## config.mk

```make
export PLATFORM = sky130hd
export DESIGN_NAME = dual_step_pulse_generator_flat
export DESIGN_NICKNAME = d
export VERILOG_FILES = /design/src/design/dspg_pkg.sv /design/src/design/dspg_if.sv /design/src/design/dspg_front.sv /design/src/design/dspg_queue.sv /design/src/design/dspg_back.sv /design/src/design/dual_step_pulse_generator.sv /design/src/flat_wrapper.sv
export SDC_FILE = /design/constraint.sdc
export NUM_CORES = 1
export LEC_CHECK = 0
export ABC_AREA = 0
export BUFFER_PORTS_ARGS = -buffer_cell sky130_fd_sc_hd__buf_2
export CAP_MARGIN = 10
export CORE_AREA = 3 3 247 249
export DETAILED_ROUTE_END_ITERATION = 8
export DIE_AREA = 0 0 250 252
export GPL_TIMING_DRIVEN = 1
export PLACE_DENSITY = 0.56
export SYNTH_ARGS = -nofsm -noshare
export SYNTH_HDL_FRONTEND = slang
export SYNTH_SLANG_ARGS = --single-unit
export TNS_END_PERCENT = 10
```

## constraint.sdc

```tcl
create_clock -name clk -period 4.4 [get_ports clk]
set_input_delay 0.22 -clock clk [delete_from_list [all_inputs] [get_ports clk]]
set_output_delay 0.22 -clock clk [all_outputs]
set_load 0.01 [all_outputs]
```

## src/design/dspg_pkg.sv

```systemverilog
// Shared types and constants of the dual step pulse generator.
`timescale 1ns / 1ps

package dspg_pkg;

  // Widths fixed by the item fields and the timer state.
  localparam int unsigned OP_W     = 2;
  localparam int unsigned SEL_W    = 2;
  localparam int unsigned RATE_W   = 20;
  localparam int unsigned TOTAL_W  = 32;
  localparam int unsigned PERIOD_W = 16;

  // Timer reset values.
  localparam logic [PERIOD_W-1:0] PERIOD_RESET  = 16'd999;
  localparam logic [PERIOD_W-1:0] COMPARE_RESET = 16'd500;

  // Request op codes.
  typedef enum logic [OP_W-1:0] {
    OP_TICK  = 2'd0,
    OP_START = 2'd1,
    OP_STOP  = 2'd2,
    OP_NONE  = 2'd3
  } op_t;

  // Channel selector codes; the last one selects no channel.
  localparam logic [SEL_W-1:0] SEL_ONE  = 2'd0;
  localparam logic [SEL_W-1:0] SEL_TWO  = 2'd1;
  localparam logic [SEL_W-1:0] SEL_BOTH = 2'd2;
  localparam logic [SEL_W-1:0] SEL_NONE = 2'd3;

  // Commands handed from the front to the back.
  typedef enum logic [1:0] {
    CMD_NOP   = 2'd0,
    CMD_TICK  = 2'd1,
    CMD_START = 2'd2,
    CMD_HALT  = 2'd3
  } cmd_kind_t;

  typedef struct packed {
    cmd_kind_t           kind;
    logic                sel_two;
    logic                sel_one;
    logic [PERIOD_W-1:0] period;
    logic [PERIOD_W-1:0] compare;
  } cmd_t;

endpackage

```

## src/design/dspg_if.sv

```systemverilog
// Request and result channel interfaces of the dual step pulse generator.
`timescale 1ns / 1ps

interface dspg_in_if;
  logic                               valid;
  logic                               ready;
  logic [dspg_pkg::OP_W-1:0]          op;
  logic [dspg_pkg::SEL_W-1:0]         channel_select;
  logic [dspg_pkg::RATE_W-1:0]        step_rate;
  logic [dspg_pkg::TOTAL_W-1:0]       step_total;

  modport source (output valid, output op, output channel_select, output step_rate,
                  output step_total, input ready);
  modport sink   (input valid, input op, input channel_select, input step_rate,
                  input step_total, output ready);
endinterface

interface dspg_out_if;
  logic valid;
  logic ready;
  logic step_one;
  logic step_two;
  logic busy_one;
  logic busy_two;
  logic any_busy;

  modport source (output valid, output step_one, output step_two, output busy_one,
                  output busy_two, output any_busy, input ready);
  modport sink   (input valid, input step_one, input step_two, input busy_one,
                  input busy_two, input any_busy, output ready);
endinterface

```

## src/design/dspg_front.sv

```systemverilog
// Front end: accepts requests, decodes them and works out period and compare for starts.
`timescale 1ns / 1ps

module dspg_front #(
  parameter int unsigned TICKS_PER_SECOND = 1000000,
  parameter int unsigned STEP_COUNT_WIDTH = 32,
  parameter int unsigned PERIOD_MAX       = 65535
) (
  input  logic                        clk,
  input  logic                        rst_n,
  dspg_in_if.sink                     in_ch,
  input  logic                        q_full,
  output logic                        q_push,
  output dspg_pkg::cmd_t              q_cmd,
  output logic [STEP_COUNT_WIDTH-1:0] q_steps
);

  localparam int unsigned DIV_W = $clog2(TICKS_PER_SECOND + 1);
  localparam int unsigned CNT_W = $clog2(DIV_W + 1);
  localparam int unsigned RW    = dspg_pkg::RATE_W;

  typedef enum logic [2:0] {
    FR_IDLE = 3'b001,
    FR_DIV  = 3'b010,
    FR_EMIT = 3'b100
  } fr_state_t;

  fr_state_t                   state_r, state_nxt;
  logic [RW-1:0]               div_r, div_nxt;
  logic [RW-1:0]               rem_r, rem_nxt;
  logic [DIV_W-1:0]            dq_r, dq_nxt;
  logic [CNT_W-1:0]            cnt_r, cnt_nxt;
  logic                        sel_one_r, sel_one_nxt;
  logic                        sel_two_r, sel_two_nxt;
  logic [STEP_COUNT_WIDTH-1:0] steps_r, steps_nxt;

  logic                        accept;
  logic [STEP_COUNT_WIDTH-1:0] in_steps;
  logic                        in_sel_one, in_sel_two;
  logic                        start_run;
  logic [RW:0]                 rem_sh;
  logic [RW:0]                 rem_diff;
  logic [DIV_W-1:0]            per_m1;
  logic                        per_sat;
  logic [dspg_pkg::PERIOD_W-1:0] period_w;
  logic [dspg_pkg::PERIOD_W-1:0] half_w;
  logic [dspg_pkg::PERIOD_W-1:0] compare_w;

  assign in_ch.ready = (state_r == FR_IDLE) && !q_full;
  assign accept      = in_ch.valid && in_ch.ready;
  assign in_steps    = in_ch.step_total[STEP_COUNT_WIDTH-1:0];
  assign in_sel_one  = (in_ch.channel_select == dspg_pkg::SEL_ONE) ||
                       (in_ch.channel_select == dspg_pkg::SEL_BOTH);
  assign in_sel_two  = (in_ch.channel_select == dspg_pkg::SEL_TWO) ||
                       (in_ch.channel_select == dspg_pkg::SEL_BOTH);
  assign start_run   = (dspg_pkg::op_t'(in_ch.op) == dspg_pkg::OP_START) && (in_steps != '0);

  // One restoring division step: shift in the next dividend bit, subtract if it fits
  assign rem_sh   = {rem_r, dq_r[DIV_W-1]};
  assign rem_diff = rem_sh - {1'b0, div_r};

  // Turn the quotient into period and compare
  assign per_m1    = (dq_r > DIV_W'(1)) ? (dq_r - DIV_W'(1)) : DIV_W'(1);
  assign per_sat   = 32'(per_m1) > 32'(PERIOD_MAX);
  assign period_w  = per_sat ? dspg_pkg::PERIOD_W'(PERIOD_MAX) : dspg_pkg::PERIOD_W'(per_m1);
  assign half_w    = period_w >> 1;
  assign compare_w = (half_w == '0) ? dspg_pkg::PERIOD_W'(1) : half_w;

  always_comb begin
    state_nxt     = state_r;
    div_nxt       = div_r;
    rem_nxt       = rem_r;
    dq_nxt        = dq_r;
    cnt_nxt       = cnt_r;
    sel_one_nxt   = sel_one_r;
    sel_two_nxt   = sel_two_r;
    steps_nxt     = steps_r;
    q_push        = 1'b0;
    q_cmd.kind    = dspg_pkg::CMD_NOP;
    q_cmd.sel_one = in_sel_one;
    q_cmd.sel_two = in_sel_two;
    q_cmd.period  = period_w;
    q_cmd.compare = compare_w;
    q_steps       = in_steps;
    unique case (state_r)
      FR_IDLE: begin
        if (accept) begin
          if (start_run) begin
            // Hold the start and begin the divide
            div_nxt     = (in_ch.step_rate == '0) ? RW'(1) : in_ch.step_rate;
            rem_nxt     = '0;
            dq_nxt      = DIV_W'(TICKS_PER_SECOND);
            cnt_nxt     = CNT_W'(DIV_W);
            sel_one_nxt = in_sel_one;
            sel_two_nxt = in_sel_two;
            steps_nxt   = in_steps;
            state_nxt   = FR_DIV;
          end else begin
            // Pass everything else straight on
            q_push = 1'b1;
            priority case (dspg_pkg::op_t'(in_ch.op))
              dspg_pkg::OP_TICK:  q_cmd.kind = dspg_pkg::CMD_TICK;
              dspg_pkg::OP_START: q_cmd.kind = dspg_pkg::CMD_HALT;
              dspg_pkg::OP_STOP:  q_cmd.kind = dspg_pkg::CMD_HALT;
              default:            q_cmd.kind = dspg_pkg::CMD_NOP;
            endcase
          end
        end
      end
      FR_DIV: begin
        if (!rem_diff[RW]) begin
          rem_nxt = rem_diff[RW-1:0];
          dq_nxt  = {dq_r[DIV_W-2:0], 1'b1};
        end else begin
          rem_nxt = rem_sh[RW-1:0];
          dq_nxt  = {dq_r[DIV_W-2:0], 1'b0};
        end
        cnt_nxt = cnt_r - CNT_W'(1);
        if (cnt_r == CNT_W'(1)) begin
          state_nxt = FR_EMIT;
        end
      end
      FR_EMIT: begin
        // Push the start once the queue has room
        q_cmd.kind    = dspg_pkg::CMD_START;
        q_cmd.sel_one = sel_one_r;
        q_cmd.sel_two = sel_two_r;
        q_steps       = steps_r;
        if (!q_full) begin
          q_push    = 1'b1;
          state_nxt = FR_IDLE;
        end
      end
      default: state_nxt = FR_IDLE;
    endcase
  end

  always_ff @(posedge clk) begin
    if (!rst_n) begin
      state_r <= FR_IDLE;
    end else begin
      state_r <= state_nxt;
    end
  end

  always_ff @(posedge clk) begin
    div_r     <= div_nxt;
    rem_r     <= rem_nxt;
    dq_r      <= dq_nxt;
    cnt_r     <= cnt_nxt;
    sel_one_r <= sel_one_nxt;
    sel_two_r <= sel_two_nxt;
    steps_r   <= steps_nxt;
  end

  // Partial remainder stays below the divisor through the divide
  a_rem_below_div: assert property (@(posedge clk) disable iff (!rst_n)
    (state_r == FR_DIV) |-> (rem_r < div_r))
    else $error("front: partial remainder not below divisor");

  // Never push into a full queue
  a_no_push_full: assert property (@(posedge clk) disable iff (!rst_n)
    q_push |-> !q_full)
    else $error("front: push while queue full");

  // A start that enters the divide loads the step counter with the quotient width
  a_div_length: assert property (@(posedge clk) disable iff (!rst_n)
    (state_r == FR_IDLE && state_nxt == FR_DIV) |=> (cnt_r == CNT_W'(DIV_W)))
    else $error("front: divide step count not loaded");

endmodule

```

## src/design/dspg_queue.sv

```systemverilog
// Short command queue between the front and the back.
`timescale 1ns / 1ps

module dspg_queue #(
  parameter int unsigned WIDTH = 66,
  parameter int unsigned DEPTH = 4
) (
  input  logic             clk,
  input  logic             rst_n,
  input  logic             push,
  input  logic [WIDTH-1:0] push_data,
  input  logic             pop,
  output logic [WIDTH-1:0] pop_data,
  output logic             full,
  output logic             empty
);

  localparam int unsigned PTR_W = (DEPTH > 1) ? $clog2(DEPTH) : 1;
  localparam int unsigned CNT_W = $clog2(DEPTH + 1);

  logic [WIDTH-1:0] slot_r [DEPTH];
  logic [PTR_W-1:0] wr_ptr_r, wr_ptr_nxt;
  logic [PTR_W-1:0] rd_ptr_r, rd_ptr_nxt;
  logic [CNT_W-1:0] fill_r, fill_nxt;
  logic             do_push, do_pop;

  assign full     = (fill_r == CNT_W'(DEPTH));
  assign empty    = (fill_r == '0);
  assign do_push  = push && !full;
  assign do_pop   = pop && !empty;
  assign pop_data = slot_r[rd_ptr_r];

  // Advance pointers with wrap at the depth
  always_comb begin
    wr_ptr_nxt = wr_ptr_r;
    rd_ptr_nxt = rd_ptr_r;
    fill_nxt   = fill_r;
    if (do_push) begin
      wr_ptr_nxt = (wr_ptr_r == PTR_W'(DEPTH - 1)) ? '0 : wr_ptr_r + PTR_W'(1);
    end
    if (do_pop) begin
      rd_ptr_nxt = (rd_ptr_r == PTR_W'(DEPTH - 1)) ? '0 : rd_ptr_r + PTR_W'(1);
    end
    if (do_push && !do_pop) begin
      fill_nxt = fill_r + CNT_W'(1);
    end else if (do_pop && !do_push) begin
      fill_nxt = fill_r - CNT_W'(1);
    end
  end

  always_ff @(posedge clk) begin
    if (!rst_n) begin
      wr_ptr_r <= '0;
      rd_ptr_r <= '0;
      fill_r   <= '0;
    end else begin
      wr_ptr_r <= wr_ptr_nxt;
      rd_ptr_r <= rd_ptr_nxt;
      fill_r   <= fill_nxt;
    end
  end

  always_ff @(posedge clk) begin
    if (do_push) begin
      slot_r[wr_ptr_r] <= push_data;
    end
  end

endmodule

```

## src/design/dspg_back.sv

```systemverilog
// Back end: runs the shared tick counter and both step channels, and registers the result.
`timescale 1ns / 1ps

module dspg_back #(
  parameter int unsigned STEP_COUNT_WIDTH = 32
) (
  input  logic                        clk,
  input  logic                        rst_n,
  input  logic                        q_empty,
  input  dspg_pkg::cmd_t              q_cmd,
  input  logic [STEP_COUNT_WIDTH-1:0] q_steps,
  output logic                        q_pop,
  dspg_out_if.source                  out_ch
);

  localparam int unsigned PW = dspg_pkg::PERIOD_W;

  logic [PW-1:0]               cnt_r, cnt_nxt;
  logic [PW-1:0]               per_act_r, per_act_nxt;
  logic [PW-1:0]               per_sh_r, per_sh_nxt;
  logic [PW-1:0]               cmp_act_r, cmp_act_nxt;
  logic [PW-1:0]               cmp_sh_r, cmp_sh_nxt;
  logic [STEP_COUNT_WIDTH-1:0] rem_r [2];
  logic [STEP_COUNT_WIDTH-1:0] rem_nxt [2];
  logic [1:0]                  busy_r, busy_nxt;
  logic [1:0]                  sel;

  logic out_valid_r;
  logic step_one_r, step_two_r, busy_one_r, busy_two_r, any_busy_r;

  assign q_pop = !q_empty && (!out_valid_r || out_ch.ready);
  assign sel   = {q_cmd.sel_two, q_cmd.sel_one};

  // Work out the state after the command at the queue head; an empty queue reads as a no-op
  always_comb begin
    cnt_nxt     = cnt_r;
    per_act_nxt = per_act_r;
    per_sh_nxt  = per_sh_r;
    cmp_act_nxt = cmp_act_r;
    cmp_sh_nxt  = cmp_sh_r;
    rem_nxt     = rem_r;
    busy_nxt    = busy_r;
    unique case (q_empty ? dspg_pkg::CMD_NOP : q_cmd.kind)
      dspg_pkg::CMD_TICK: begin
        if (busy_r != 2'b00) begin
          if (cnt_r >= per_act_r) begin
            // Wrap: load shadows and count down busy channels
            cnt_nxt     = '0;
            per_act_nxt = per_sh_r;
            cmp_act_nxt = cmp_sh_r;
            for (int ch = 0; ch < 2; ch++) begin
              if (busy_r[ch]) begin
                if (rem_r[ch] != '0) begin
                  rem_nxt[ch] = rem_r[ch] - STEP_COUNT_WIDTH'(1);
                end
                if (rem_r[ch] <= STEP_COUNT_WIDTH'(1)) begin
                  busy_nxt[ch] = 1'b0;
                end
              end
            end
          end else begin
            cnt_nxt = cnt_r + PW'(1);
          end
        end
      end
      dspg_pkg::CMD_START: begin
        per_sh_nxt = q_cmd.period;
        cmp_sh_nxt = q_cmd.compare;
        for (int ch = 0; ch < 2; ch++) begin
          if (sel[ch]) begin
            rem_nxt[ch]  = q_steps;
            busy_nxt[ch] = 1'b1;
          end
        end
      end
      dspg_pkg::CMD_HALT: begin
        for (int ch = 0; ch < 2; ch++) begin
          if (sel[ch]) begin
            rem_nxt[ch]  = '0;
            busy_nxt[ch] = 1'b0;
          end
        end
      end
      dspg_pkg::CMD_NOP: begin
      end
    endcase
  end

  // Commit state on a pop
  always_ff @(posedge clk) begin
    if (!rst_n) begin
      cnt_r     <= '0;
      per_act_r <= dspg_pkg::PERIOD_RESET;
      per_sh_r  <= dspg_pkg::PERIOD_RESET;
      cmp_act_r <= dspg_pkg::COMPARE_RESET;
      cmp_sh_r  <= dspg_pkg::COMPARE_RESET;
      rem_r[0]  <= '0;
      rem_r[1]  <= '0;
      busy_r    <= 2'b00;
    end else if (q_pop) begin
      cnt_r     <= cnt_nxt;
      per_act_r <= per_act_nxt;
      per_sh_r  <= per_sh_nxt;
      cmp_act_r <= cmp_act_nxt;
      cmp_sh_r  <= cmp_sh_nxt;
      rem_r     <= rem_nxt;
      busy_r    <= busy_nxt;
    end
  end

  // Hold the result until it is taken
  always_ff @(posedge clk) begin
    if (!rst_n) begin
      out_valid_r <= 1'b0;
    end else if (q_pop) begin
      out_valid_r <= 1'b1;
    end else if (out_ch.ready) begin
      out_valid_r <= 1'b0;
    end
  end

  always_ff @(posedge clk) begin
    if (q_pop) begin
      step_one_r <= busy_nxt[0] && (cnt_nxt < cmp_act_nxt);
      step_two_r <= busy_nxt[1] && (cnt_nxt < cmp_act_nxt);
      busy_one_r <= busy_nxt[0];
      busy_two_r <= busy_nxt[1];
      any_busy_r <= busy_nxt[0] || busy_nxt[1];
    end
  end

  assign out_ch.valid    = out_valid_r;
  assign out_ch.step_one = step_one_r;
  assign out_ch.step_two = step_two_r;
  assign out_ch.busy_one = busy_one_r;
  assign out_ch.busy_two = busy_two_r;
  assign out_ch.any_busy = any_busy_r;

  // Counter never runs past the active period
  a_cnt_in_period: assert property (@(posedge clk) disable iff (!rst_n)
    cnt_r <= per_act_r)
    else $error("back: tick counter past active period");

  // A waiting result is never overwritten
  a_no_overwrite: assert property (@(posedge clk) disable iff (!rst_n)
    (out_valid_r && !out_ch.ready) |-> !q_pop)
    else $error("back: pop while result stalled");

  // A step level only shows on a busy channel
  a_step_needs_busy: assert property (@(posedge clk) disable iff (!rst_n)
    out_valid_r |-> (!(step_one_r && !busy_one_r) && !(step_two_r && !busy_two_r)))
    else $error("back: step high on idle channel");

endmodule

```

## src/design/dual_step_pulse_generator.sv

```systemverilog
// Top level of the dual step pulse generator.
//
//   channel  | direction | handshake            | payload
//   ---------+-----------+----------------------+-------------------------------------------
//   in_ch    | sink      | valid/ready          | op, channel_select, step_rate, step_total
//   out_ch   | source    | valid/ready          | step_one, step_two, busy_one, busy_two, any_busy
//
// The front takes ticks, stops and other requests one per cycle while the queue has room.
// A start with a nonzero step count runs the bit-serial period divider in the front end,
// which takes no new request until the start is pushed.
// The back end retires one queued command per cycle to the result register unless stalled.
// Reset is synchronous, active low, and restores the timer reset values.
// A stalled result holds the back end; the queue lets the front keep taking requests.
`timescale 1ns / 1ps

module dual_step_pulse_generator #(
  parameter int unsigned TICKS_PER_SECOND = 1000000,
  parameter int unsigned STEP_COUNT_WIDTH = 32,
  parameter int unsigned PERIOD_MAX       = 65535
) (
  input  logic       clk,
  input  logic       rst_n,
  dspg_in_if.sink    in_ch,
  dspg_out_if.source out_ch
);

  localparam int unsigned QUEUE_DEPTH = 4;
  localparam int unsigned CMD_W       = $bits(dspg_pkg::cmd_t);
  localparam int unsigned QW          = CMD_W + STEP_COUNT_WIDTH;

  logic                        q_push, q_pop, q_full, q_empty;
  dspg_pkg::cmd_t              push_cmd, pop_cmd;
  logic [STEP_COUNT_WIDTH-1:0] push_steps, pop_steps;
  logic [QW-1:0]               push_data, pop_data;

  assign push_data = {push_cmd, push_steps};
  assign pop_cmd   = dspg_pkg::cmd_t'(pop_data[QW-1:STEP_COUNT_WIDTH]);
  assign pop_steps = pop_data[STEP_COUNT_WIDTH-1:0];

  dspg_front #(
    .TICKS_PER_SECOND (TICKS_PER_SECOND),
    .STEP_COUNT_WIDTH (STEP_COUNT_WIDTH),
    .PERIOD_MAX       (PERIOD_MAX)
  ) u_front (
    .clk     (clk),
    .rst_n   (rst_n),
    .in_ch   (in_ch),
    .q_full  (q_full),
    .q_push  (q_push),
    .q_cmd   (push_cmd),
    .q_steps (push_steps)
  );

  dspg_queue #(
    .WIDTH (QW),
    .DEPTH (QUEUE_DEPTH)
  ) u_queue (
    .clk       (clk),
    .rst_n     (rst_n),
    .push      (q_push),
    .push_data (push_data),
    .pop       (q_pop),
    .pop_data  (pop_data),
    .full      (q_full),
    .empty     (q_empty)
  );

  dspg_back #(
    .STEP_COUNT_WIDTH (STEP_COUNT_WIDTH)
  ) u_back (
    .clk     (clk),
    .rst_n   (rst_n),
    .q_empty (q_empty),
    .q_cmd   (pop_cmd),
    .q_steps (pop_steps),
    .q_pop   (q_pop),
    .out_ch  (out_ch)
  );

endmodule

```

## src/flat_wrapper.sv

```systemverilog
// flat-port wrapper written by rule: the top's interface ports become plain ports
module dual_step_pulse_generator_flat 
#(
  parameter int unsigned TICKS_PER_SECOND = 1000000,
  parameter int unsigned STEP_COUNT_WIDTH = 32,
  parameter int unsigned PERIOD_MAX       = 65535
)
  (clk, rst_n, in_ch_valid, in_ch_op, in_ch_channel_select, in_ch_step_rate, in_ch_step_total, in_ch_ready, out_ch_valid, out_ch_step_one, out_ch_step_two, out_ch_busy_one, out_ch_busy_two, out_ch_any_busy, out_ch_ready);
  dspg_in_if in_ch_i ();
  dspg_out_if out_ch_i ();
  input  logic clk;
  input  logic rst_n;
  input wire logic [$bits(in_ch_i.valid)-1:0] in_ch_valid;
  input wire logic [$bits(in_ch_i.op)-1:0] in_ch_op;
  input wire logic [$bits(in_ch_i.channel_select)-1:0] in_ch_channel_select;
  input wire logic [$bits(in_ch_i.step_rate)-1:0] in_ch_step_rate;
  input wire logic [$bits(in_ch_i.step_total)-1:0] in_ch_step_total;
  output wire logic [$bits(in_ch_i.ready)-1:0] in_ch_ready;
  output wire logic [$bits(out_ch_i.valid)-1:0] out_ch_valid;
  output wire logic [$bits(out_ch_i.step_one)-1:0] out_ch_step_one;
  output wire logic [$bits(out_ch_i.step_two)-1:0] out_ch_step_two;
  output wire logic [$bits(out_ch_i.busy_one)-1:0] out_ch_busy_one;
  output wire logic [$bits(out_ch_i.busy_two)-1:0] out_ch_busy_two;
  output wire logic [$bits(out_ch_i.any_busy)-1:0] out_ch_any_busy;
  input wire logic [$bits(out_ch_i.ready)-1:0] out_ch_ready;
  assign in_ch_i.valid = in_ch_valid;
  assign in_ch_i.op = in_ch_op;
  assign in_ch_i.channel_select = in_ch_channel_select;
  assign in_ch_i.step_rate = in_ch_step_rate;
  assign in_ch_i.step_total = in_ch_step_total;
  assign in_ch_ready = in_ch_i.ready;
  assign out_ch_valid = out_ch_i.valid;
  assign out_ch_step_one = out_ch_i.step_one;
  assign out_ch_step_two = out_ch_i.step_two;
  assign out_ch_busy_one = out_ch_i.busy_one;
  assign out_ch_busy_two = out_ch_i.busy_two;
  assign out_ch_any_busy = out_ch_i.any_busy;
  assign out_ch_i.ready = out_ch_ready;
  dual_step_pulse_generator #(.TICKS_PER_SECOND(TICKS_PER_SECOND), .STEP_COUNT_WIDTH(STEP_COUNT_WIDTH), .PERIOD_MAX(PERIOD_MAX)) u_core (.clk(clk), .rst_n(rst_n), .in_ch(in_ch_i), .out_ch(out_ch_i));
endmodule
```

; ---- Yosys cells after proc, flatten, opt, wreduce, memory -nomap -nowiden
; Memories as Yosys holds them, arrays and structs flattened. A register that Yosys moved wholly into a read port is not among the register bits.
; Index checks and enable logic that the tools add are counted.
; Widths: inputs -> output; s select.
[op_classes]
n_addsub = 10
order_cmp = 6
eq_ne = 28
n_mux = 68
reduce_logical = 40
[ops]
columns = operator, count
row1 = $mux 32, 9
row2 = $pmux 64 s3, 1
row3 = $mux 64, 2
row4 = $mux 20, 6
row5 = $mux 16, 7
row6 = $reduce_bool 32->1, 3
row7 = $pmux 20 s2, 2
row8 = $le 32x1->1 const B, 2
row9 = $sub 32x1->32 const B, 2
row10 = $sub 21x20->21, 1
row11 = $gt 20x1->1 const B, 1
row12 = $gt 20x16->1 const B, 1
row13 = $logic_not 20->1, 1
row14 = $mux 2, 10
row15 = $ne 2x2->1 const B, 10
row16 = $sub 20x1->20 const B, 1
row17 = $mux 3, 6
row18 = $add 16x1->16 const B, 1
row19 = $ge 16x16->1, 1
row20 = $logic_not 16->1, 1
row21 = $lt 16x16->1, 1
row22 = $mux 1, 16
row23 = $reduce_and 8->1, 2
row24 = $mux 15, 1
row25 = other kinds (28), 64
[totals]
regBits = 261
mem_bits_rw = 268
inputBits = 60
output_inout_bits = 7
wordCells = 178
n_memories = 1
[memory_table]
columns = name, depth, width, read_ports, rd_ports_with_merged_regs, wr, line_no
row1 = u_core.u_queue.slot_r, 4, 67, 1, 1, 1, dspg_queue.sv:21  ; logic [WIDTH-1:0] slot_r [DEPTH];

; ---- Depth between registers and ports, before layout
; Gate-level depths: netlist of run 1.
[logic_depth]
word_depth = 11
mapped_depth = 22
depth_no_buf = 20

; ---- Modules after synthesis
; From an unflattened synthesis of run 1, not the netlist that was laid out.
[hier_totals]
cells_unflattened = 2186
area_unflattened_um2 = 25012.7
[modules_own_cells]
columns = mod, instances, cells_per_inst, area_per_inst_um2, seq_area_each_um2
row1 = dspg_queue, 1, 407, 10309.9, 8348.0
row2 = dspg_back, 1, 1147, 8598.2, 3093.0
row3 = dspg_front, 1, 632, 6104.6, 3032.9

; ---- Worst setup path after synthesis of run 1
; OpenSTA, ideal clock, no wires.
[synth_path]
path_type = register to register
startpoint = register u_core.u_front.state_r[0]
endpoint = register u_core.u_front.cnt_r[0] (enable)
setup_time_ns = 0.510
arrival_time_ns = 4.501
required_time_ns = 3.890
setup_slack_ns = -0.610
path_stages_with_launch = 5
n_path_buf = 1
synth_period_minus_slack_ns = 5.010
cell_sequence = dfxtp_1 -> clkbuf_1 -> nor4b_1 -> nand2_1 -> o21ai_0
[synth_between]
elab_chain_len = 5
elab_cells_between_ends = 8
cone_classes = eq/ne (4) / reduce/logical (4)
[synth_rtl]
columns = item, line_no
row1 = from (decl), dspg_front.sv:28  ; fr_state_t state_r, state_nxt;
row2 = from (signal assigned), dspg_front.sv:142  ; state_r <= state_nxt;
row3 = $eq 3x1->1, dspg_front.sv:49  ; assign in_ch.ready = (state_r == FR_IDLE) && !q_full;
row4 = $logic_and 1x1->1, dspg_front.sv:49
row5 = via in_ch_ready, flat_wrapper.sv:18  ; output wire logic [$bits(in_ch_i.ready)-1:0] in_ch_ready;
row6 = $logic_and 1x1->1, dspg_front.sv:50  ; assign accept = in_ch.valid && in_ch.ready;
row7 = $ne 2x2->1 (no line), n/a
row8 = $reduce_and 3->1 (no line), n/a
row9 = to (signal assigned), dspg_front.sv:150  ; cnt_r <= cnt_nxt;
row10 = to (decl), dspg_front.sv:32  ; logic [CNT_W-1:0] cnt_r, cnt_nxt;
; The timed path passes the listed nets, and every way through them passes these cells.
; A chain may end at the register's enable or synchronous reset.

; ---- Final worst setup path of run 1
[layout_path]
startpoint = register u_core.u_back.cnt_r[0]
endpoint = register u_core.u_back.step_one_r, in the netlist u_core.u_back.out_ch.step_one (data pin)
[layout_between]
elab_chain_len = 6
elab_cells_between_ends = 13
cone_classes = add/sub (1) / order compare (2) / mux (9) / reduce/logical (1)
[layout_rtl]
columns = item, line_no
row1 = from (decl), dspg_back.sv:18  ; logic [PW-1:0] cnt_r, cnt_nxt;
row2 = from (signal assigned), dspg_back.sv:101  ; cnt_r <= cnt_nxt;
row3 = $add 16x1->16 or $ge 16x16->1 (tied branches), "dspg_back.sv:62, dspg_back.sv:46"
row4 = $mux 16 (*), dspg_back.sv:46  ; if (cnt_r >= per_act_r) begin
row5 = $mux 16 (*), dspg_back.sv:45  ; if (busy_r != 2'b00) begin
row6 = $mux 16 (*), dspg_back.sv:43  ; unique case (q_empty ? dspg_pkg::CMD_NOP : q_cmd.kind)
row7 = via u_core.u_back.cnt_nxt[9], dspg_back.sv:18
row8 = $lt 16x16->1 (*), dspg_back.sv:124  ; step_one_r <= busy_nxt[0] && (cnt_nxt < cmp_act_nxt);
row9 = $logic_and 1x1->1 (*), dspg_back.sv:124
row10 = to (signal assigned), dspg_back.sv:124
row11 = to (decl), dspg_back.sv:29  ; logic step_one_r, step_two_r, busy_one_r, busy_two_r, any_busy_r;
; The timed path passes the listed nets; every way through them passes the cells marked *.

==> flow_summary_export.csv, run 1 <==
group,metric,value,unit
status,outcome,"complete, no violations",
grt,grt_usage,0.186,
floorplanning,dieHeight,252,µm
layout,fill_cells,5166,
clock_tree,cts_buffer_depth,3,
setup_path,reg2reg_setup_slack,0.41,ns
grt,grt_overflow,0,
floorplanning,num_rows,89,
yosys,synth-edff-count,372,
setup_path,reg2reg_depth,20,
place,hpwl,38700,µm
timing,slew_headroom,0.277,
min_path,holdCritPathClass,"in -> reg",
clock_tree,clk_pin_slew_worst_paths,0.06,ns
detailed_routing,post_drt_wl_per_cell,19.4,µm
yosys,yosysTopAreaCellShare,0.454,
grt,antenna_found_initial,2,
floorplanning,io_pins,67,
setup_path,startpoint_type,"flop",
clock_tree,tritoncts,"done",
yosys,syn-num-nets,2287,
timing,timing.final.crit_share,0.908,
power,p_leak,10.0,nW
detailed_routing,drtIter0Drc,1318,
setup_path,crit_arrival,4.47,ns
setup_path,crit_fanout,7,
yosys,synth_area_leaders,"edfxtp_1 45%, dfxtp_1 13%, mux4_2 5.8%",
yosys,synth_cell_type_count,79,
yosys,syn_area_per_cell,11.4,µm²
yosys,ys_ff_latch,530,
setup_path,r2r-end,"u_core.u_back.out_ch.step_one",
timing,rsz0062_at_grt,"false",
min_path,whs_endpoint,"u_core.u_front.sel_two_r",
setup_path,cp-end-kind,"flop",
yosys,synth.most_common_cell,"edfxtp_1",
grt,grt_pass1_wl,94000,µm
min_path,min_path_cells,3,
grt,grt_max_degree,63,
timing,finalSetupTns,0,ns
clock_tree,cts_buffers,56,
layout,syn2layout_area_growth,15.1,%
floorplanning,fp.dieArea,0.0630,mm²
setup_path,critical_path.cell_chain,"inv_1 -> ha_1 -> nand2b_1 -> a21o_1 -> a21o_1 -> a21oi_1 -> o31ai_1 -> a221oi_1 -> nor2_1 -> nor2_1 -> ha_1 -> a21o_1 -> a21o_1 -> a21o_1 -> a21o_1 -> a21oi_1 -> nor2b_1 -> o21ai_0 -> nand3_1 -> nor2_1",
power,power.internal,11.1,mW
clock_tree,postCtsHoldBufs,54,
power,power.switching,6.23,mW
min_path,min_from,"in_ch_channel_select[0]",
setup_path,crit_slowest_cell,"a221oi_1",
timing,clock_skew,0.0150,ns
clock_tree,clkLatencyLatePin,0.62,ns
detailed_routing,dr.pass1.iters,5,
power,power_frac_seq,0.352,
timing,fin_crit,3.99,ns
timing,worst_pin_slew,1.08,ns
layout,nets,2373,
clock_tree,post_cts_buffers,0,
yosys,syn_inst,2155,
yosys,synthesis.area,0.0246,mm²
yosys,ys_seq_area_frac,0.582,
detailed_routing,via_count,16900,
timing,maxSlewViolCount,0,
setup_path,cp.required,4.88,ns
detailed_routing,postRouteAntennaNets,0,
detailed_routing,wirelength,59400,µm
setup_path,reg2reg_from,"u_core.u_back.cnt_r[0]",
floorplanning,die_w,250,µm
clock_tree,cts.repair.resized,0,
power,ir_worst_vdd,0.000377,V
grt,first_global_vias,16600,
yosys,synth_top_area_cell,"edfxtp_1",
place,port_buffers,66,
clock_tree,cts.sink_count,530,
yosys,synth_top_cells_by_count,"372 x edfxtp_1, 317 x nand2_1, 181 x a21oi_1",
setup_path,worstSetupPathType,"reg -> reg",
yosys,synth_ff_type,"edfxtp_1",
setup_path,max_stage_delay,0.41,ns
power,p_comb_frac,0.360,
clock_tree,htree_levels,2,
timing,hold_violations,0,
floorplanning,start_util,0.418,
floorplanning,coreArea,0.0589,mm²
clock_tree,ctsRootBufferMaster,"clkbuf_16",
detailed_routing,drc,0,
layout,layout-drive-gt1-share,0.140,
yosys,async_flop_share,0,
yosys,ys.warnings.count,0,
timing,finalSetupViolCount,0,
setup_path,crit_top_cell,"a21o_1",
detailed_routing,vias_per_cell,5.52,
run,cap_violations,0,
timing,clock.fmax,250,MHz
timing,timing.hold.ws,0.0655,ns
power,switching_share,0.359,
place,gp_congestion,0.837,
power,powerDensity,612,mW/mm²
power,clock_power_share,0.287,
[through the flow]
stage                     utilization  cells  setup WS, ns  cell area [µm²]  total power, mW
after CTS                       0.481   3061         0.344            28300             17.4
after floorplan                     -   2155        0.0693            24600             10.8
after global routing            0.481   3062       0.00438            28300             18.4
after global placement          0.439   2902         0.370            25800             12.3
after detailed placement        0.439   2902         0.384            25800             12.4
final                           0.481   3064         0.406            28300             17.4
[placed cells by master (no fill, tap or decap), types with 63 or more instances in the layout]
cell,instances
nand3_1,69
dfxtp_1,156
a21oi_1,180
o21ai_0,86
buf_2,66
edfxtp_1,372
inv_1,67
ha_1,70
mux4_2,63
nand2_1,317
nor2_1,141
[final cells by class]
class / count / area, µm² / share of cell area
multi-input combinational: 1418 / 9530 / 0.336
tap: 773 / 967 / 0.0341
timing repair buffer: 167 / 1290 / 0.0454
clock inverter: 35 / 467 / 0.0165
clock buffer: 70 / 1490 / 0.0527
inverter: 68 / 255 / 0.00900
sequential: 530 / 14300 / 0.506
antenna: 3 / 7.51 / 0.000265
[flip-flops by register name (all words and copies together) (netlist names), 2 cells and up, named ones only]
register,cells
u_core.u_queue.slot_r,268
u_core.u_queue.rd_ptr_r,2
u_core.u_queue.wr_ptr_r,2
u_core.u_front.rem_r,20
u_core.u_back.cmp_act_r,16
u_core.u_front.state_r,3
u_core.u_back.per_act_r,16
u_core.u_back.rem_r,64
u_core.u_back.per_sh_r,16
u_core.u_back.busy_r,2
u_core.u_front.div_r,20
u_core.u_front.dq_r,20
u_core.u_back.cnt_r,16
u_core.u_back.cmp_sh_r,15
u_core.u_front.cnt_r,5
u_core.u_queue.fill_r,3
u_core.u_front.steps_r,32
[layer usage]
layer | wire length [µm] | track usage
met5 | 13 | 0
met4 | 1130 | 0.0450
met2 | 26700 | 0.290
met3 | 3290 | 0.0292
met1 | 28300 | 0.272
[critical path, delay by kind of cell, from the launching register on]
kind | cells | cell delay [ns]
adder cells (fa/ha/maj) | 2 | 0.52
AND/OR/NAND/NOR | 6 | 0.81
flip-flops | 1 | 0.33
buffers and inverters | 1 | 0.04
AO/OA/AOI/OAI | 11 | 2.13
[power groups by stage]
stage	clock network, mW	logic (mW)	registers [mW]
final	4.99	6.25	6.11
after CTS	5.10	6.23	6.11
after floorplan	0	4.62	6.13
after detailed placement	0	6.16	6.21
after global routing	5.31	6.93	6.16
after global placement	0	6.11	6.20
[cells by family after synthesis]
group | count (synthesis) | synth area share
simple gates | 733 | 0.140
mux | 105 | 0.0749
fa+ha+maj | 72 | 0.0372
flops | 530 | 0.582
xor+xnor | 48 | 0.0171
buf+inv | 207 | 0.0336
compound gates | 460 | 0.115
[how the worst max path moves through the flow]
| stage | cells after the start | endpoint | startpoint | slack, ns |
|---|---|---|---|---|
| after floorplan | 22 | u_core.u_back.out_ch.step_one | u_core.u_back.cnt_r[0] | 0.07 |
| after global placement | 20 | u_core.u_back.out_ch.step_two | u_core.u_back.cnt_r[0] | 0.37 |
| after detailed placement | 20 | u_core.u_back.out_ch.step_one | u_core.u_back.cnt_r[0] | 0.38 |
| after CTS | 20 | u_core.u_back.out_ch.step_one | u_core.u_back.cnt_r[0] | 0.34 |
| after global routing | 20 | u_core.u_back.out_ch.step_two | u_core.u_back.cnt_r[0] | 0.004 |
| final | 20 | u_core.u_back.out_ch.step_one | u_core.u_back.cnt_r[0] | 0.41 |
No activity file was read; power rests on OpenSTA's default activity.
==> run 2, diff against run 1 <==
- CORE_AREA: 3 3 247 249 -> 3 3 202 204
- DIE_AREA: 0 0 250 252 -> 0 0 205 207
- HOLD_SLACK_MARGIN: unset -> 0.02
- PLACE_DENSITY: 0.56 -> 0.77
- clock period: 4.4 -> 3.9 ns (I/O delays scaled with it)
==> run 2 against run 1 <==
  * Largest cell class unchanged
  * Die area fell by 33%
  * Utilization rose by 23 points
  * Fmax rose by 8.5%
  * Highest routed layer unchanged
  * Sequential share of layout area rose by 0.67 points
==> flow_summary_export.csv, run 2 (synthesis gave the netlist of run 1 again) <==
group,metric,value,unit
setup_path,critical_path.cell_chain,"inv_1 -> ha_1 -> nand2b_4 -> a21o_1 -> a21o_1 -> a21oi_2 -> o31ai_2 -> a221o_1 -> nand2_2 -> mux2i_1 -> ha_1 -> a21o_1 -> a21o_1 -> a21o_1 -> a21o_1 -> a21oi_2 -> nor2b_1 -> o21ai_1 -> nand3_1 -> nor2_1",
power,p_leak,10.0,nW
layout,final_common_cell,"edfxtp_1",
grt,grt_pass1_wl,96800,µm
min_path,holdCritPathClass,"in -> reg",
layout,largest_reg_flops,268,
clock_tree,ctsRootBufferMaster,"clkbuf_16",
place,dpl.cell_count,2675,
clock_tree,clkLatencyLatePin,0.61,ns
grt,first_global_vias,17500,
place,gp_congestion,0.903,
run,cap_violations,0,
setup_path,crit_arrival,4.13,ns
clock_tree,clk_pin_slew_worst_paths,0.06,ns
layout,nets,2391,
detailed_routing,drtIter0Drc,1900,
setup_path,crit_fanout,3,
floorplanning,io_pins,67,
detailed_routing,via_count,17900,
setup_path,startpoint_type,"flop",
layout,seq_area,0.0143,mm²
grt,grt_max_degree,70,
status,outcome,"complete, no violations",
timing,timing.final.crit_share,0.944,
min_path,whs_endpoint,"u_core.u_front.sel_one_r",
timing,clock.fmax,272,MHz
power,clock_power_share,0.255,
clock_tree,htree_levels,2,
clock_tree,cts_buffers,52,
floorplanning,dieHeight,207,µm
setup_path,cp-end-kind,"flop",
layout,multi_input_area,0.00959,mm²
detailed_routing,vias_per_cell,6.32,
setup_path,cp.required,4.35,ns
detailed_routing,dr.pass1.iters,5,
power,powerDensity,674,mW/mm²
floorplanning,num_rows,73,
power,power,18.8,mW
floorplanning,fp.dieArea,0.0424,mm²
layout,layout-drive-gt1-share,0.149,
setup_path,r2r-end,"u_core.u_back.out_ch.step_one",
detailed_routing,post_drt_wl_per_cell,21.4,µm
min_path,min_path_cells,3,
place,port_buffers,66,
min_path,min_from,"in_ch_channel_select[1]",
timing,clock_skew,0.0261,ns
layout,reg.largest.list,"u_core.u_queue.slot_r (268), u_core.u_back.rem_r (64), u_core.u_front.steps_r (32)",
floorplanning,coreArea,0.0395,mm²
clock_tree,cts.sink_count,530,
detailed_routing,postRouteAntennaNets,0,
grt,grt_overflow,0,
power,p_comb_frac,0.378,
detailed_routing,wirelength,60600,µm
clock_tree,cts_buffer_depth,3,
floorplanning,die_w,205,µm
layout,final-instance-count-excl-fill,2827,
timing,hold_violations,0,
layout,final_util,0.709,
setup_path,reg2reg_from,"u_core.u_back.cnt_r[0]",
power,switching_share,0.365,
layout,top_register,"u_core.u_queue.slot_r",
place,dpl_cell_area,0.0257,mm²
grt,antenna_found_initial,2,
power,power.switching,6.87,mW
setup_path,max_stage_delay,0.38,ns
layout,final_cell_mix,"372 x edfxtp_1, 316 x nand2_1, 176 x a21oi_1",
layout,syn2layout_area_growth,13.6,%
clock_tree,tritoncts,"done",
timing,maxSlewViolCount,0,
detailed_routing,drc,0,
grt,grt_usage,0.286,
timing,finalSetupViolCount,0,
power,ir_worst_vdd,0.000419,V
power,power_frac_seq,0.366,
timing,worst_pin_slew,1.13,ns
setup_path,reg2reg_depth,20,
setup_path,crit_slowest_cell,"a221o_1",
timing,slew_headroom,0.247,
power,power.internal,12.0,mW
setup_path,worstSetupPathType,"reg -> reg",
setup_path,crit_top_cell,"a21o_1",
timing,fin_crit,3.68,ns
place,hpwl,37100,µm
setup_path,reg2reg_setup_slack,0.22,ns
layout,finalInstanceArea,0.0280,mm²
layout,fill_cells,2622,
floorplanning,start_util,0.624,
==> run 2: cell count changes in the layout (fill, tap and decap cells not counted), sizes merged <==
cell | before | now
inv | 73 | 69
clkinv | 19 | 16
diode | 3 | 1
dlygate4sd3 | 54 | 53
buf | 113 | 136
bufinv | 9 | 1
clkbuf | 70 | 76
==> run 2: power by group through the flow <==
stage / combinational [mW] / sequential, mW / clock [mW]
2_1_floorplan: 5.22 / 6.92 / 0
3_3_place_gp: 6.75 / 6.97 / 0
3_5_place_dp: 6.88 / 6.99 / 0
4_1_cts: 6.99 / 6.88 / 4.85
5_1_grt: 7.84 / 6.95 / 5.06
6_report: 7.13 / 6.90 / 4.81
==> run 2: through the flow <==
| step | setup WS, ns | setup TNS [ns] | hold slack (ns) |
|---|---|---|---|
| 3_5_place_dp | -0.0214 | -0.0416 | 0.388 |
| 4_1_cts | 0.0443 | 0 | 0.0293 |
| 2_1_floorplan | -0.431 | -12.11 | 0.294 |
| 3_3_place_gp | 0.0579 | 0 | 0.388 |
| 5_1_grt | -0.0150 | -0.0188 | 0.0645 |
| 6_report | 0.219 | 0 | 0.0515 |
==> run 2: area by class of cell <==
class	count	area share
timing repair buffer	189	0.0543
sequential	530	0.513
clock buffer	76	0.0526
multi-input combinational	1418	0.343
clock inverter	20	0.00501
tap	525	0.0235
inverter	68	0.00912
antenna	1	0.0000894
==> run 2: routing by layer <==
| layer | up-vias | global-route usage | share of wire |
|---|---|---|---|
| met4 | 2 | 0.0830 | 0.024 |
| met3 | 114 | 0.0387 | 0.073 |
| met2 | 838 | 0.454 | 0.48 |
| met5 | - | 0 | 0.00018 |
| met1 | 8739 | 0.417 | 0.42 |
| li1 | 8160 | - | - |
==> run 2: timing repair <==
item	CTS	global route
resized for setup	2	17
hold endpoints to repair	153	0
endpoints found under the setup margin	2	2
pin swaps	0	17
gates cloned	0	0
setup buffers	0	2
hold buffers	53	0
==> run 2: critical path, delay by kind of cell (launching register included) <==
family,cells,cell delay [ns]
AOI/OAI and AO/OA,11,1.89
adders and majority gates,2,0.55
buffers and inverters,1,0.04
DFF,1,0.32
muxes,1,0.22
and+or+nand+nor,5,0.53
==> run 2: worst max path at each step <==
| stage | from | cells after the start | endpoint | slack, ns |
|---|---|---|---|---|
| 2_1_floorplan | u_core.u_back.cnt_r[0] | 22 | u_core.u_back.out_ch.step_one | -0.43 |
| 3_3_place_gp | flop | 17 | u_core.u_back.out_ch.step_two | 0.06 |
| 3_5_place_dp | u_core.u_queue.slot_r[3][66] | 17 | u_core.u_back.out_ch.step_one | -0.02 |
| 4_1_cts | u_core.u_back.cnt_r[0] | 20 | u_core.u_back.out_ch.step_one | 0.04 |
| 5_1_grt | u_core.u_back.cnt_r[0] | 20 | u_core.u_back.out_ch.step_one | -0.01 |
| 6_report | u_core.u_back.cnt_r[0] | 20 | u_core.u_back.out_ch.step_one | 0.22 |
